File: src/design/tcce_pkg.sv
// Shared constants, types and codes of the text console cursor engine.
`timescale 1ns / 1ps

package tcce_pkg;

  localparam int COLUMNS = 80;
  localparam int ROWS    = 25;
  localparam int CELLS   = ROWS * COLUMNS;

  localparam int ROW_W  = 5;
  localparam int COL_W  = 7;
  localparam int ADDR_W = 11;
  localparam int CELL_W = 16;

  localparam int QDEPTH  = 2;
  localparam int QPTR_W  = (QDEPTH > 1) ? $clog2(QDEPTH) : 1;
  localparam int QCNT_W  = $clog2(QDEPTH + 1);

  localparam logic [ROW_W-1:0]  LAST_ROW     = ROW_W'(ROWS - 1);
  localparam logic [COL_W-1:0]  LAST_COL     = COL_W'(COLUMNS - 1);
  localparam logic [ADDR_W-1:0] LAST_ROW_POS = ADDR_W'((ROWS - 1) * COLUMNS);
  localparam logic [ADDR_W-1:0] LAST_CELL    = ADDR_W'(CELLS - 1);
  localparam logic [ADDR_W-1:0] LAST_BASE    = ADDR_W'(CELLS - COLUMNS);
  localparam logic [ADDR_W-1:0] ROW_STEP     = ADDR_W'(COLUMNS);
  localparam logic [ADDR_W-1:0] ROW_SPAN     = ADDR_W'(COLUMNS - 1);

  localparam logic [1:0] REQ_PUT   = 2'd0;
  localparam logic [1:0] REQ_CLEAR = 2'd1;
  localparam logic [1:0] REQ_READ  = 2'd2;

  localparam logic [7:0] CH_NEWLINE   = 8'd10;
  localparam logic [7:0] CH_BACKSPACE = 8'd8;
  localparam logic [7:0] CH_SPACE     = 8'h20;
  localparam logic [7:0] CLEAR_ATTR   = 8'h0F;
  localparam logic [7:0] ATTR_RESET   = 8'h0F;

  typedef enum logic [2:0] {
    CMD_PUTC,
    CMD_NEWLINE,
    CMD_BACKSPACE,
    CMD_CLEAR,
    CMD_READ,
    CMD_NOP
  } cmd_kind_t;

  typedef struct packed {
    cmd_kind_t         kind;
    logic [7:0]        glyph;
    logic [ADDR_W-1:0] index;
    logic              index_ok;
  } cmd_t;

  typedef enum logic [1:0] {
    ST_IDLE,
    ST_READ,
    ST_SCROLL,
    ST_CLEAR
  } back_state_t;

endpackage

File: src/design/tcce_cmd_queue.sv
// Short command queue between the front end and the back end.
`timescale 1ns / 1ps

module tcce_cmd_queue (
  input  logic           clk,
  input  logic           rst,
  input  logic           push,
  input  tcce_pkg::cmd_t push_cmd,
  output logic           ready,
  output logic           valid,
  input  logic           pop,
  output tcce_pkg::cmd_t head_cmd
);

  tcce_pkg::cmd_t              entries [tcce_pkg::QDEPTH];
  logic [tcce_pkg::QPTR_W-1:0] wr_ptr;
  logic [tcce_pkg::QPTR_W-1:0] rd_ptr;
  logic [tcce_pkg::QCNT_W-1:0] count;
  logic                        do_push;
  logic                        do_pop;

  assign ready    = (count != tcce_pkg::QCNT_W'(tcce_pkg::QDEPTH));
  assign valid    = (count != '0);
  assign head_cmd = entries[rd_ptr];
  assign do_push  = push && ready;
  assign do_pop   = pop && valid;

  always_ff @(posedge clk) begin
    if (do_push) begin
      entries[wr_ptr] <= push_cmd;
    end
  end

  always_ff @(posedge clk) begin
    if (rst) begin
      wr_ptr <= '0;
      rd_ptr <= '0;
      count  <= '0;
    end else begin
      if (do_push) begin
        wr_ptr <= (wr_ptr == tcce_pkg::QPTR_W'(tcce_pkg::QDEPTH - 1)) ? '0 : wr_ptr + 1'b1;
      end
      if (do_pop) begin
        rd_ptr <= (rd_ptr == tcce_pkg::QPTR_W'(tcce_pkg::QDEPTH - 1)) ? '0 : rd_ptr + 1'b1;
      end
      if (do_push && !do_pop) begin
        count <= count + 1'b1;
      end else if (do_pop && !do_push) begin
        count <= count - 1'b1;
      end
    end
  end

endmodule

File: config.mk
export PLATFORM = sky130hd
export DESIGN_NAME = tcce_cmd_queue
export DESIGN_NICKNAME = d
export VERILOG_FILES = /design/src/design/tcce_pkg.sv /design/src/design/tcce_cmd_queue.sv
export SDC_FILE = /design/constraint.sdc
export NUM_CORES = 1
export LEC_CHECK = 0
export ABC_AREA = 0
export BUFFER_PORTS_ARGS = -buffer_cell sky130_fd_sc_hd__clkbuf_2
export CAP_MARGIN = 20
export CORE_UTILIZATION = 50
export DETAILED_ROUTE_END_ITERATION = 10
export HOLD_SLACK_MARGIN = 0.12
export PLACE_DENSITY = 0.84
export SYNTH_ARGS = -nofsm -noshare
export SYNTH_HDL_FRONTEND = slang
export SYNTH_SLANG_ARGS = --single-unit
File: constraint.sdc
create_clock -name clk -period 1.85 [get_ports clk]
set_clock_uncertainty 0.05 [all_clocks]
set_input_delay 0.185 -clock clk [delete_from_list [all_inputs] [get_ports clk]]
set_output_delay 0.185 -clock clk [all_outputs]
set_load 0.01 [all_outputs]
======== Word-level counts from Yosys, hierarchy flattened ========
Memories as Yosys holds them, arrays and structs flattened. A register that Yosys moved wholly into a read port is not among the register bits.
Index checks and enable logic that the tools add are counted.
word-level totals
  input port bits ......................... 27
  word-level logic and storage cells ...... 25
  bits in writable memories ............... 46
  output and inout bits ................... 25
  register bits ........................... 4
  memories kept ........................... 1
cells by class
  eq/ne operators ......................... 1
  mux-type cells .......................... 8
  reductions and logical operators ........ 8
  $add $sub $neg .......................... 4
memories
  name     depth  width  rd ports  clocked after Yosys merged registers in  write ports  RTL line              RTL
  entries  2      23     1         1                                        1            tcce_cmd_queue.sv:15  tcce_pkg::cmd_t entries [tcce_pkg::QDEPTH];
operators with widths
  cell                                              number
  2-to-1 mux 1 bit                                  6
  logical AND 1 bit                                 4
  2-to-1 mux 2 bit                                  2
  nonzero test 2 bit                                2
  adder 1 bit, second input constant                2
  adder 2 x 1 -> 2 bit, second input constant       1
  zero test 1 bit                                   2
  inequality test 2 bit, second input constant      1
  subtractor 2 x 1 -> 2 bit, second input constant  1

======== Depth between registers and ports, before layout ========
  depth after elaboration ................. 6
  gate-level depth with buffers ........... 6
  depth with buffers taken out ............ 6

======== Worst setup path after synthesis ========
Ideal clock, no wire load.
  kind .................................... reg-to-reg
  start ................................... register count[0] (netlist bit)
  end ..................................... memory entries[1][0] (netlist bit) (enable)
  stages on the path, launching flop included .. 3
  data arrival time ....................... 1269 ps
  setup time .............................. 382 ps
  path buffers ............................ 0
  data required time ...................... 1418 ps
  clock period less this slack ............ 1700 ps
  setup slack ............................. 150 ps
  cell sequence ........................... dfxtp_1 -> nand2b_1 -> and3_1
between the ends
  longest elaborated chain between the ends .. 4
RTL lines
  item                                    RTL line              RTL
  start: declaration                      tcce_cmd_queue.sv:18  logic [tcce_pkg::QCNT_W-1:0] count;
  start signal: assignment                tcce_cmd_queue.sv:47  count <= count + 1'b1;
  start signal: assignment                tcce_cmd_queue.sv:49  count <= count - 1'b1;
  inequality test 2 bit                   tcce_cmd_queue.sv:22  assign ready = (count != tcce_pkg::QCNT_W'(tcce_pkg::QDEPTH));
  via ready                               tcce_cmd_queue.sv:9   output logic ready,
  logical AND 1 bit                       tcce_cmd_queue.sv:25  assign do_push = push && ready;
  2-to-1 mux 1 bit                        tcce_cmd_queue.sv:29  if (do_push) begin
  2-to-1 mux 1 bit (not written as such)  tcce_cmd_queue.sv:30  entries[wr_ptr] <= push_cmd;
  end: declaration                        tcce_cmd_queue.sv:15
The timed path passes the listed nets, and every way through them passes these cells.

======== Worst setup path in the final report ========
  start ................................... register count[0] (netlist bit)
  end ..................................... register count[1] (netlist bit)
between the ends
  longest elaborated chain between the ends .. 5
  elaborated cells on any way between the ends .. 13
  those cells by class .................... add/sub: 2; eq/ne: 1; mux: 2; reduce/logical: 8
RTL lines
  item                                 RTL line              RTL
  inequality test 2 bit (*)            tcce_cmd_queue.sv:22
  logical AND 1 bit (*)                tcce_cmd_queue.sv:25
  via do_push                          tcce_cmd_queue.sv:19  logic do_push;
  zero test 1 bit                      tcce_cmd_queue.sv:48  end else if (do_pop && !do_push) begin
  logical AND 1 bit                    tcce_cmd_queue.sv:48
  nonzero test 2 bit (no source line)  -
The timed path passes the listed nets; every way through them passes the cells marked *. The select of a mux whose other input is x is not followed.
A chain may end at the register's enable or synchronous reset.

==> flow_summary.ini <==
[run_status]
outcome = completed

[drt]
drt-pass1-iter-count = 4
vias = 1087
postRouteAntennaNets = 0
drtIter0Drc = 26
vias_per_cell = 4.77
drt-total-wl_microns = 2930
drc = 0
avgRoutedWirePerCell_microns = 12.8

[clock_tree]
clockBufferDepth = 2
post_cts_buffers = 0
htreeDepth = 2
ctsResizeCount = 0
cts_tree = built
clk_pin_slew_ns = 0.08
cts_made_buffers = 5
hold_buffers = 24
cts-root-buf = clkbuf_8
clock-sinks = 51
clk_latency_ns = 0.29

[die]
die_w_microns = 63.2
die_area_sq_um = 3990
die_y_microns = 63.2
core_area_sq_um = 3470
ios = 52
start_util_pct = 54.0
rows = 21

[synth]
netlist_instances = 95
yosysUniqueCellTypes = 17
yosys-top-cells-count = edfxtp_1 (46), mux2_2 (23), dfxtp_1 (5)
synthArstFlopShare_pct = 0
synth_top_area_cell = edfxtp_1
ys.flop_type = edfxtp_1
yosys.area.top_type_share_pct = 73.7
avgSynthCellArea_sq_um = 19.7
seq_area_frac_synth_pct = 79.1
synth_area_leaders = edfxtp_1 (74%), mux2_2 (14%), dfxtp_1 (5.3%)
synth_warnings = 0
syn_nets = 123
yosysMostFrequentCell = edfxtp_1
ys_ff_latch = 51
netlist_area_sq_um = 1870
synth-edff-count = 46

[timing]
post-route-min-period_ns = 1.69
tns_ns = 0
setup_viol = 0
slew-limit-headroom_pct = 81.3
setup_ws_ns = 0.158
maxSlewViolCount = 0
rsz0062_at_grt = no
finalHoldViolCount = 0
fin_crit_sh_pct = 91.5
worstMarginPinSlew_ns = 0.278
fmax_mhz = 591

[placement]
dp_hpwl_microns = 1990
place_ws_ns = 0.177
dpl.cell_count = 196
gp_congestion = 0.717
port_buffers = 51

[layout]
fillers = 219
layout.cells.non_filler = 228
drive_above_1_share_pct = 48.9
multi_input_comb_area_sq_um = 378
nNetsFinal = 209
regArea_sq_um = 1480
areaGrowthSynthToFinish_pct = 38.5
antenna_cells = 0
final_core_util_pct = 74.8

[setup_path]
end_kind = flip-flop
worstSetupStartpoint = count[0]
regToRegStartpoint = count[0]
crit_type = flip-flop to flip-flop
cp_max_fo = 5
cp.arrival_ns = 1.87
worstSetupStartpointType = flip-flop
required_ns = 2.03

[pwr]
power_mw = 3.23
peakVddDrop_uv = 662
power.density_nw_per_um2 = 1250
p_leak_nw = 1.02

[global_routing]
grtUsageTotal_pct = 16.7
grt_pass1_wl_microns = 4840
grt_remaining_overflow = 0
grt_max_degree = 18
antenna_found_initial = 0
grt_pass1_vias = 1158

[hold_path]
hold_class = input pin to flip-flop
hp-start = push

[run]
maxCapViolCount = 0
-- power breakdown --
group | switching (mW) | total (mW) | internal [mW] | leakage [nW]
Clock | 0.326 | 0.866 | 0.540 | 0.0654
Combinational | 0.423 | 0.865 | 0.441 | 0.488
Sequential | 0.0555 | 1.50 | 1.44 | 0.471
Total | 0.805 | 3.23 | 2.42 | 1.02
-- cells by family after synthesis --
kind of cell               Yosys count  synth area share (%)
DFF                                 51                  79.1
muxes                               23                  13.8
and+or+nand+nor                      9                  2.67
AOI/OAI and AO/OA                    5                  1.60
xor gates and xnor gates             3                  1.40
buffers and inverters                3                 0.735
adders and majority gates            1                 0.668
-- through the flow --
| step | cell area, sq um | hold WS, ns |
|---|---|---|
| after global placement | 2220 | 0.325 |
| after CTS | 2590 | 0.149 |
| after floorplan | 1870 | 0.204 |
| after detailed placement | 2220 | 0.329 |
| after global routing | 2590 | 0.176 |
| final | 2590 | 0.161 |
-- flip-flops by register name, indices dropped and copies added (netlist names), named ones only --
signal,count
wr_ptr,1
count,2
rd_ptr,1
entries,46
-- per-layer routing --
layer  share of wire (%)  global-route usage [%]
met5                   0                       0
met4                 2.7                    8.81
met2                  51                    29.0
met1                  40                    18.2
met3                 6.7                    5.25
-- critical path: stages, from the launching register on --
cell      delay (ns)
dfxtp_1         0.36
nand2b_1        0.21
and2_1          0.18
ha_1            0.33
or3_1           0.35
a21oi_1         0.15
-- cell type report --
class | instances | share of cell area [%]
flip-flops and latches | 51 | 57.1
repair buffers | 81 | 20.8
multi-input cells | 41 | 14.6
clock buffers | 6 | 2.80
clock inverters | 2 | 2.32
well taps | 46 | 2.22
inverters | 1 | 0.145
-- path summary, 6_finish.rpt --
path,end,slack [ns],cells after the start
setup reg to reg,count[1],0.16,5
hold / removal,wr_ptr,0.16,3
setup / recovery,count[1],0.16,5
hold reg to reg,flip-flop,0.47,2
-- cells in the final DEF, fill, tap and decap left out, types with 3 or more instances in the layout --
cell           instances
nor2_1                 3
mux2_2                23
xor2_1                 3
clkbuf_2              51
buf_4                  6
clkbuf_8               5
dlygate4sd3_1         24
edfxtp_1              46
dfxtp_1                5
No activity file was read; power rests on OpenSTA's default activity.
