<file path="src/design/tcce_pkg.sv">
// Shared constants, types and codes of the text console cursor engine.
`timescale 1ns / 1ps

package tcce_pkg;

  localparam int COLUMNS = 80;
  localparam int ROWS    = 25;
  localparam int CELLS   = ROWS * COLUMNS;

  localparam int ROW_W  = 5;
  localparam int COL_W  = 7;
  localparam int ADDR_W = 11;
  localparam int CELL_W = 16;

  localparam int QDEPTH  = 2;
  localparam int QPTR_W  = (QDEPTH > 1) ? $clog2(QDEPTH) : 1;
  localparam int QCNT_W  = $clog2(QDEPTH + 1);

  localparam logic [ROW_W-1:0]  LAST_ROW     = ROW_W'(ROWS - 1);
  localparam logic [COL_W-1:0]  LAST_COL     = COL_W'(COLUMNS - 1);
  localparam logic [ADDR_W-1:0] LAST_ROW_POS = ADDR_W'((ROWS - 1) * COLUMNS);
  localparam logic [ADDR_W-1:0] LAST_CELL    = ADDR_W'(CELLS - 1);
  localparam logic [ADDR_W-1:0] LAST_BASE    = ADDR_W'(CELLS - COLUMNS);
  localparam logic [ADDR_W-1:0] ROW_STEP     = ADDR_W'(COLUMNS);
  localparam logic [ADDR_W-1:0] ROW_SPAN     = ADDR_W'(COLUMNS - 1);

  localparam logic [1:0] REQ_PUT   = 2'd0;
  localparam logic [1:0] REQ_CLEAR = 2'd1;
  localparam logic [1:0] REQ_READ  = 2'd2;

  localparam logic [7:0] CH_NEWLINE   = 8'd10;
  localparam logic [7:0] CH_BACKSPACE = 8'd8;
  localparam logic [7:0] CH_SPACE     = 8'h20;
  localparam logic [7:0] CLEAR_ATTR   = 8'h0F;
  localparam logic [7:0] ATTR_RESET   = 8'h0F;

  typedef enum logic [2:0] {
    CMD_PUTC,
    CMD_NEWLINE,
    CMD_BACKSPACE,
    CMD_CLEAR,
    CMD_READ,
    CMD_NOP
  } cmd_kind_t;

  typedef struct packed {
    cmd_kind_t         kind;
    logic [7:0]        glyph;
    logic [ADDR_W-1:0] index;
    logic              index_ok;
  } cmd_t;

  typedef enum logic [1:0] {
    ST_IDLE,
    ST_READ,
    ST_SCROLL,
    ST_CLEAR
  } back_state_t;

endpackage

</file>
<file path="src/design/tcce_front.sv">
// Front end: accepts requests and classifies them into commands.
`timescale 1ns / 1ps

module tcce_front (
  input  logic                        s_tvalid,
  output logic                        s_tready,
  input  logic [23:0]                 s_tdata,
  input  logic [1:0]                  s_tuser,
  input  logic                        q_ready,
  input  logic                        init_busy,
  output logic                        q_push,
  output tcce_pkg::cmd_t              q_cmd
);

  logic [7:0]                  glyph;
  logic [tcce_pkg::ADDR_W-1:0] index;

  assign glyph    = s_tdata[7:0];
  assign index    = s_tdata[18:8];
  assign s_tready = q_ready && !init_busy;
  assign q_push   = s_tvalid && s_tready;

  always_comb begin
    q_cmd.glyph    = glyph;
    q_cmd.index    = index;
    q_cmd.index_ok = (index <= tcce_pkg::LAST_CELL);
    unique case (s_tuser)
      tcce_pkg::REQ_PUT: begin
        if (glyph == tcce_pkg::CH_NEWLINE) begin
          q_cmd.kind = tcce_pkg::CMD_NEWLINE;
        end else if (glyph == tcce_pkg::CH_BACKSPACE) begin
          q_cmd.kind = tcce_pkg::CMD_BACKSPACE;
        end else begin
          q_cmd.kind = tcce_pkg::CMD_PUTC;
        end
      end
      tcce_pkg::REQ_CLEAR: q_cmd.kind = tcce_pkg::CMD_CLEAR;
      tcce_pkg::REQ_READ:  q_cmd.kind = tcce_pkg::CMD_READ;
      default:             q_cmd.kind = tcce_pkg::CMD_NOP;
    endcase
  end

endmodule

</file>
<file path="config.mk">
export PLATFORM = sky130hd
export DESIGN_NAME = tcce_front
export DESIGN_NICKNAME = d
export VERILOG_FILES = /design/src/design/tcce_pkg.sv /design/src/design/tcce_front.sv
export SDC_FILE = /design/constraint.sdc
export NUM_CORES = 1
export LEC_CHECK = 0
export ABC_AREA = 1
export BUFFER_PORTS_ARGS = -buffer_cell sky130_fd_sc_hd__buf_2
export CORE_AREA = 2 2 39 41
export DETAILED_ROUTE_END_ITERATION = 10
export DIE_AREA = 0 0 41 43
export PLACE_DENSITY = 0.75
export SYNTH_ARGS = -nofsm -noshare
export SYNTH_HDL_FRONTEND = slang
export SYNTH_SLANG_ARGS = --single-unit
</file>
<file path="constraint.sdc">
create_clock -name vclk -period 0.8
set_input_delay 0 -clock vclk [all_inputs]
set_output_delay 0 -clock vclk [all_outputs]
set_load 0.03 [all_outputs]
</file>
# After elaboration in Yosys (flattened, before gate mapping)
# Cells that the tools add are included.
[op_classes]
order_cmp = 1
n_eq_ne = 4
mux = 3
n_reduce_logical = 4
[ops]
columns = ["cell", "count"]
rows = [
  ["equality test 8 x 4 -> 1 bit, second input constant", 2],
  ["less-or-equal comparator 11 bit, second input constant", 1],
  ["case mux 3 bit (3 select lines)", 1],
  ["2-to-1 mux 2 bit", 2],
  ["equality test 2 x 1 -> 1 bit, second input constant", 1],
  ["equality test 2 bit, second input constant", 1],
  ["logical AND 1 bit", 2],
  ["zero test 2 bit", 1],
  ["zero test 1 bit", 1],
]
[totals]
reg_bits = 0
inputBits = 29
wordCells = 12

# Logic depth before layout (Yosys ltp)
# Gate-level depths: netlist of run 1.
[logic_depth]
word_depth = 4
mapped_depth = 5

# Worst setup path after synthesis of run 1
# Ideal clock, no wire load.
[synth_timing]
kind = "input to output"
from = "input q_ready"
to = "output q_push"
arrival_ns = 0.762
t_required_ns = 0.800
path_slack_ns = 0.038
path_stages = 2
path_buffers = 0
path_cell_list = "inv_1 nor3b_1"
[synth_between]
elab_chain_cells = 2
[synth_lines]
columns = ["item", "line", "text"]
rows = [
  ["from (decl)", "tcce_front.sv:9", "input logic q_ready,"],
  ["logical AND 1 bit", "tcce_front.sv:20", "assign s_tready = q_ready && !init_busy;"],
  ["logical AND 1 bit", "tcce_front.sv:21", "assign q_push = s_tvalid && s_tready;"],
  ["to (decl)", "tcce_front.sv:11", "output logic q_push,"],
]
# No other way between the ends.

==> results.yml, run 1 <==
run_status:
  outcome: "complete, no violations"
worst_setup_path:
  crit_chain: "buf_2 > or2_0 > nor2_1 > nand2_1 > nand2_1 > buf_2"
  critical_path_required_ns: 0.80
  critPathMaxStageDelay_ns: 0.20
  critPathArrivalTime_ns: 0.69
  critPathLaunchType: "input pin"
  critPathSlowestCell: "or2_0"
  critPathMaxFanout: 3
  path_class: "input pin to output port"
  path_delay_family: "simple AND/OR/NAND/NOR gates"
  crit_path_end_kind: "output port"
  critPathBufInv: 2
power:
  ir_worst_vdd_v: 0.0001963
  p_leak_nw: 0.2368
  p_per_area_mw_per_mm2: 730.3
die:
  ios: 54
  num_rows: 14
  coreArea_mm2: 0.001384
  die_w_um: 41
  dieArea_mm2: 0.001763
  die_h_um: 43
  start_util_pct: 18.72
sta:
  min_period_ns: 0.6938
  finalCritPeriodShare_pct: 86.73
  tns_ns: 0
  rsz0062_at_grt: "no"
  setup_violations: 0
  finalHoldViolations: 0
  final_max_slew_viol_count: 0
  worst_slew_pin_slew_ns: 0.1630
  slew_headroom_pct: 89.21
  clock.fmax_ghz: 1.441
placement:
  dp.cells: 84
  dp_hpwl_um: 616.1
  port_buffers: 41
  place.gp.congestion: 0.6435
route:
  drt-total-wl_um: 633
  drt_iter0_drc: 4
  post_drt_wl_per_cell_um: 7.536
  ant_nets: 0
  routed_via_density: 3.750
  via_count: 315
  post-route-drc-count: 0
  dr.pass1.iters: 4
logic_synthesis:
  ys_seq_area_share_pct: 0
  synth_common_cells: "buf_4 (19), nand2_1 (10), inv_1 (7)"
  yosys-top-cells-area: "buf_4 (55%), nand2_1 (14%), inv_1 (10%)"
  yosysMostFrequentCell: "buf_4"
  yosys_warnings: 0
  ys_types: 9
  syn_nets: 76
  avgSynthCellArea_um2: 5.511
  netlist_instances: 47
  synth_top_area_share_pct: 55.07
  synth_top_area_cell: "buf_4"
  synthesis.area_um2: 259.0
finish:
  seq_area_um2: 0
  stdcell_count: 84
  n_antenna_cell: 0
  syn2layout_area_growth_pct: 30.43
  fin_nets: 99
  clkbuf_count: 0
  design.seq.count: 0
  fillCellCount: 171
  drive_gt1_share_pct: 61.76
clock_tree:
  cts-hold-fix-buffers: 0
  cts_setup_buffers: 0
  post_cts_resized: 0
global_routing:
  grt_antenna_before_repair: 0
  grt_usage_pct: 6.693
  grt_max_degree: 4
  grt_pass1_wl_um: 903
  grt_pass1_vias: 283
  grt_overflow_total: 0
job:
  maxCapViolCount: 0
hold_path:
  min_path_type: "input pin to output port"
worst paths after layout:
check / startpoint / endpoint / slack (ns) / cells after the start
setup / recovery: s_tdata[1] / q_cmd[21] / 0.11 / 6
hold / removal: s_tdata[10] / q_cmd[3] / 0.00007 / 0
power by group:
group,total [mW],internal [mW],switching (mW)
Combinational,0.247,0.0825,0.164
Sequential,0,0,0
Clock,0,0,0
placed cells by master (no fill, tap or decap):
master / netlist / final
buf_2: 0 / 41
nand2_1: 10 / 10
inv_1: 7 / 7
nor2_1: 6 / 6
nor2_2: 1 / 1
or2_0: 1 / 1
nor3b_1: 1 / 1
nand4_1: 1 / 1
area by class of cell:
cell class,instances,area (um^2),share of cell area [%]
Tap cell,16,20.02,5.926
Inverter,7,26.28,7.778
Multi-Input combinational cell,20,86.33,25.56
Timing Repair Buffer,41,205.2,60.74
through the flow:
stage	hold slack, ns	setup slack, ns	util (%)	area [um^2]	total power [mW]
2_1_floorplan	0.1118	0.03839	-	259.0	0.2345
3_3_place_gp	0.0002225	0.1095	24.41	337.8	0.2460
3_5_place_dp	0.0002225	0.1025	24.41	337.8	0.2495
4_1_cts	0.0002225	0.09746	24.41	337.8	0.2499
5_1_grt	0.0001825	0.04640	24.41	337.8	0.2679
6_report	0.00006703	0.1062	24.41	337.8	0.2467
routing by layer:
layer	track usage [%]	share of wire (%)	wire, um	up-vias
met5	0	0	0	-
met4	0	0	0	0
met3	2.094	20	125	0
met2	15.63	52	328	34
met1	4.114	28	179	122
li1	-	-	-	159
kinds of logic (layout without fill, tap and decap cells):
group / count (synthesis) / in the layout / synth area share [%]
buf+inv: 27 / 48 / 66.67
simple gates: 20 / 20 / 33.34
Note: power is estimated with default switching activity, not from simulation.
==> run 2, diff against run 1 <==
Settings changed: PLACE_DENSITY 0.75 to 0.72.
Clock period 0.8 ns to 0.9 ns, I/O delays scaled along.
==> results.yml, run 2 (synthesis results as in run 1) <==
power:
  p_leak_nw: 0.2368
  p_switching_mw: 0.1458
  switching_share_pct: 66.55
  p_per_area_mw_per_mm2: 648.5
  power.internal_mw: 0.07329
  seq_power_share_pct: 0
  clkPwrFrac_pct: 0
  p_total_mw: 0.2191
  p_comb_share_pct: 100.0
  ir_worst_vdd_v: 0.0001667
placement:
  port_buffers: 41
  place.gp.congestion: 0.6339
  dp_hpwl_um: 580.2
  dp.cells: 84
global_routing:
  grt_pass1_vias: 254
  grt_antenna_before_repair: 0
  grt_overflow_total: 0
  grt_usage_pct: 6.494
  grt_pass1_wl_um: 855
  grt_max_degree: 4
sta:
  setup_violations: 0
  worst_slew_pin_slew_ns: 0.1593
  slew_headroom_pct: 89.45
  tns_ns: 0
  min_period_ns: 0.6873
  clock.fmax_ghz: 1.455
  finalCritPeriodShare_pct: 76.36
  finalHoldViolations: 0
  rsz0062_at_grt: "no"
  final_max_slew_viol_count: 0
worst_setup_path:
  crit_path_end_kind: "output port"
  cp-endpoint: "q_cmd[21]"
  path_class: "input pin to output port"
  cp-startpoint: "s_tdata[1]"
  critPathArrivalTime_ns: 0.69
  critPathMaxFanout: 3
  critPathLaunchType: "input pin"
  critical_path_required_ns: 0.90
run_status:
  outcome: "complete, no violations"
route:
  routed_via_density: 3.762
  dr.pass1.iters: 1
  drt-total-wl_um: 611
  post-route-drc-count: 0
  ant_nets: 0
  drt_iter0_drc: 0
  via_count: 316
  post_drt_wl_per_cell_um: 7.274
die:
  dieArea_mm2: 0.001763
  num_rows: 14
  coreArea_mm2: 0.001384
  die_h_um: 43
  ios: 54
  start_util_pct: 18.72
  die_w_um: 41
clock_tree:
  post_cts_resized: 0
  cts-hold-fix-buffers: 0
  cts_setup_buffers: 0
hold_path:
  min_path_type: "input pin to output port"
finish:
  drive_gt1_share_pct: 61.76
  fin_nets: 99
  layout_common_cells: "buf_2 (41), nand2_1 (10), inv_1 (7)"
  seq_area_um2: 0
  clkbuf_count: 0
  layout_commonest_cell: "buf_2"
  stdcell_count: 84
  n_antenna_cell: 0
  syn2layout_area_growth_pct: 30.43
  design.seq.count: 0
job:
  maxCapViolCount: 0
run 2: cell counts in the layout (fill, tap and decap cells not counted):
No cell type changed its count.
run 2: worst min-delay path by stage:
| stage | startpoint | endpoint | slack [ns] | depth (start not counted) |
|---|---|---|---|---|
| after global routing | s_tdata[9] | q_cmd[2] | 0.00008 | 0 |
| after floorplan | init_busy | s_tready | 0.11 | 1 |
| after detailed placement | s_tdata[8] | q_cmd[1] | 0.0002 | 0 |
| final | s_tdata[9] | q_cmd[2] | 0.00003 | 0 |
| after global placement | s_tdata[8] | q_cmd[1] | 0.0002 | 0 |
| after CTS | s_tdata[8] | q_cmd[1] | 0.0002 | 0 |
run 2: per-layer routing:
| metal | wire length [um] | global-route usage (%) | vias up |
|---|---|---|---|
| li1 | - | - | 160 |
| met1 | 204 | 4.747 | 123 |
| met2 | 309 | 15.00 | 31 |
| met3 | 95 | 0.5236 | 2 |
| met4 | 2 | 0.6667 | 0 |
| met5 | 0 | 0 | - |
run 2: final cells by class:
class              count  area [um^2]
multi-input cells     20        86.33
well taps             16        20.02
repair buffers        41        205.2
inverters              7        26.28
fillers              169         1046
run 2: critical path, cell delays in order:
cell	delay [ns]
buf_2	0.11
or2_0	0.20
nor2_1	0.09
nand2_1	0.06
nand2_1	0.05
buf_2	0.18
run 2: metrics by stage:
step                hold slack [ns]  setup WS [ns]  cell area [um^2]  utilization [%]
finish                   0.00003414         0.2127             337.8            24.41
global route             0.00007760         0.1272             337.8            24.41
CTS                       0.0002048         0.2034             337.8            24.41
detailed placement        0.0002048         0.2079             337.8            24.41
global placement          0.0002048         0.1970             337.8            24.41
floorplan                    0.1118         0.1384             259.0                -
run 2: power groups by stage:
stage / sequential [mW] / clock [mW] / combinational (mW)
2_1_floorplan: 0 / 0 / 0.208
3_3_place_gp: 0 / 0 / 0.218
3_5_place_dp: 0 / 0 / 0.221
4_1_cts: 0 / 0 / 0.222
5_1_grt: 0 / 0 / 0.239
6_report: 0 / 0 / 0.219
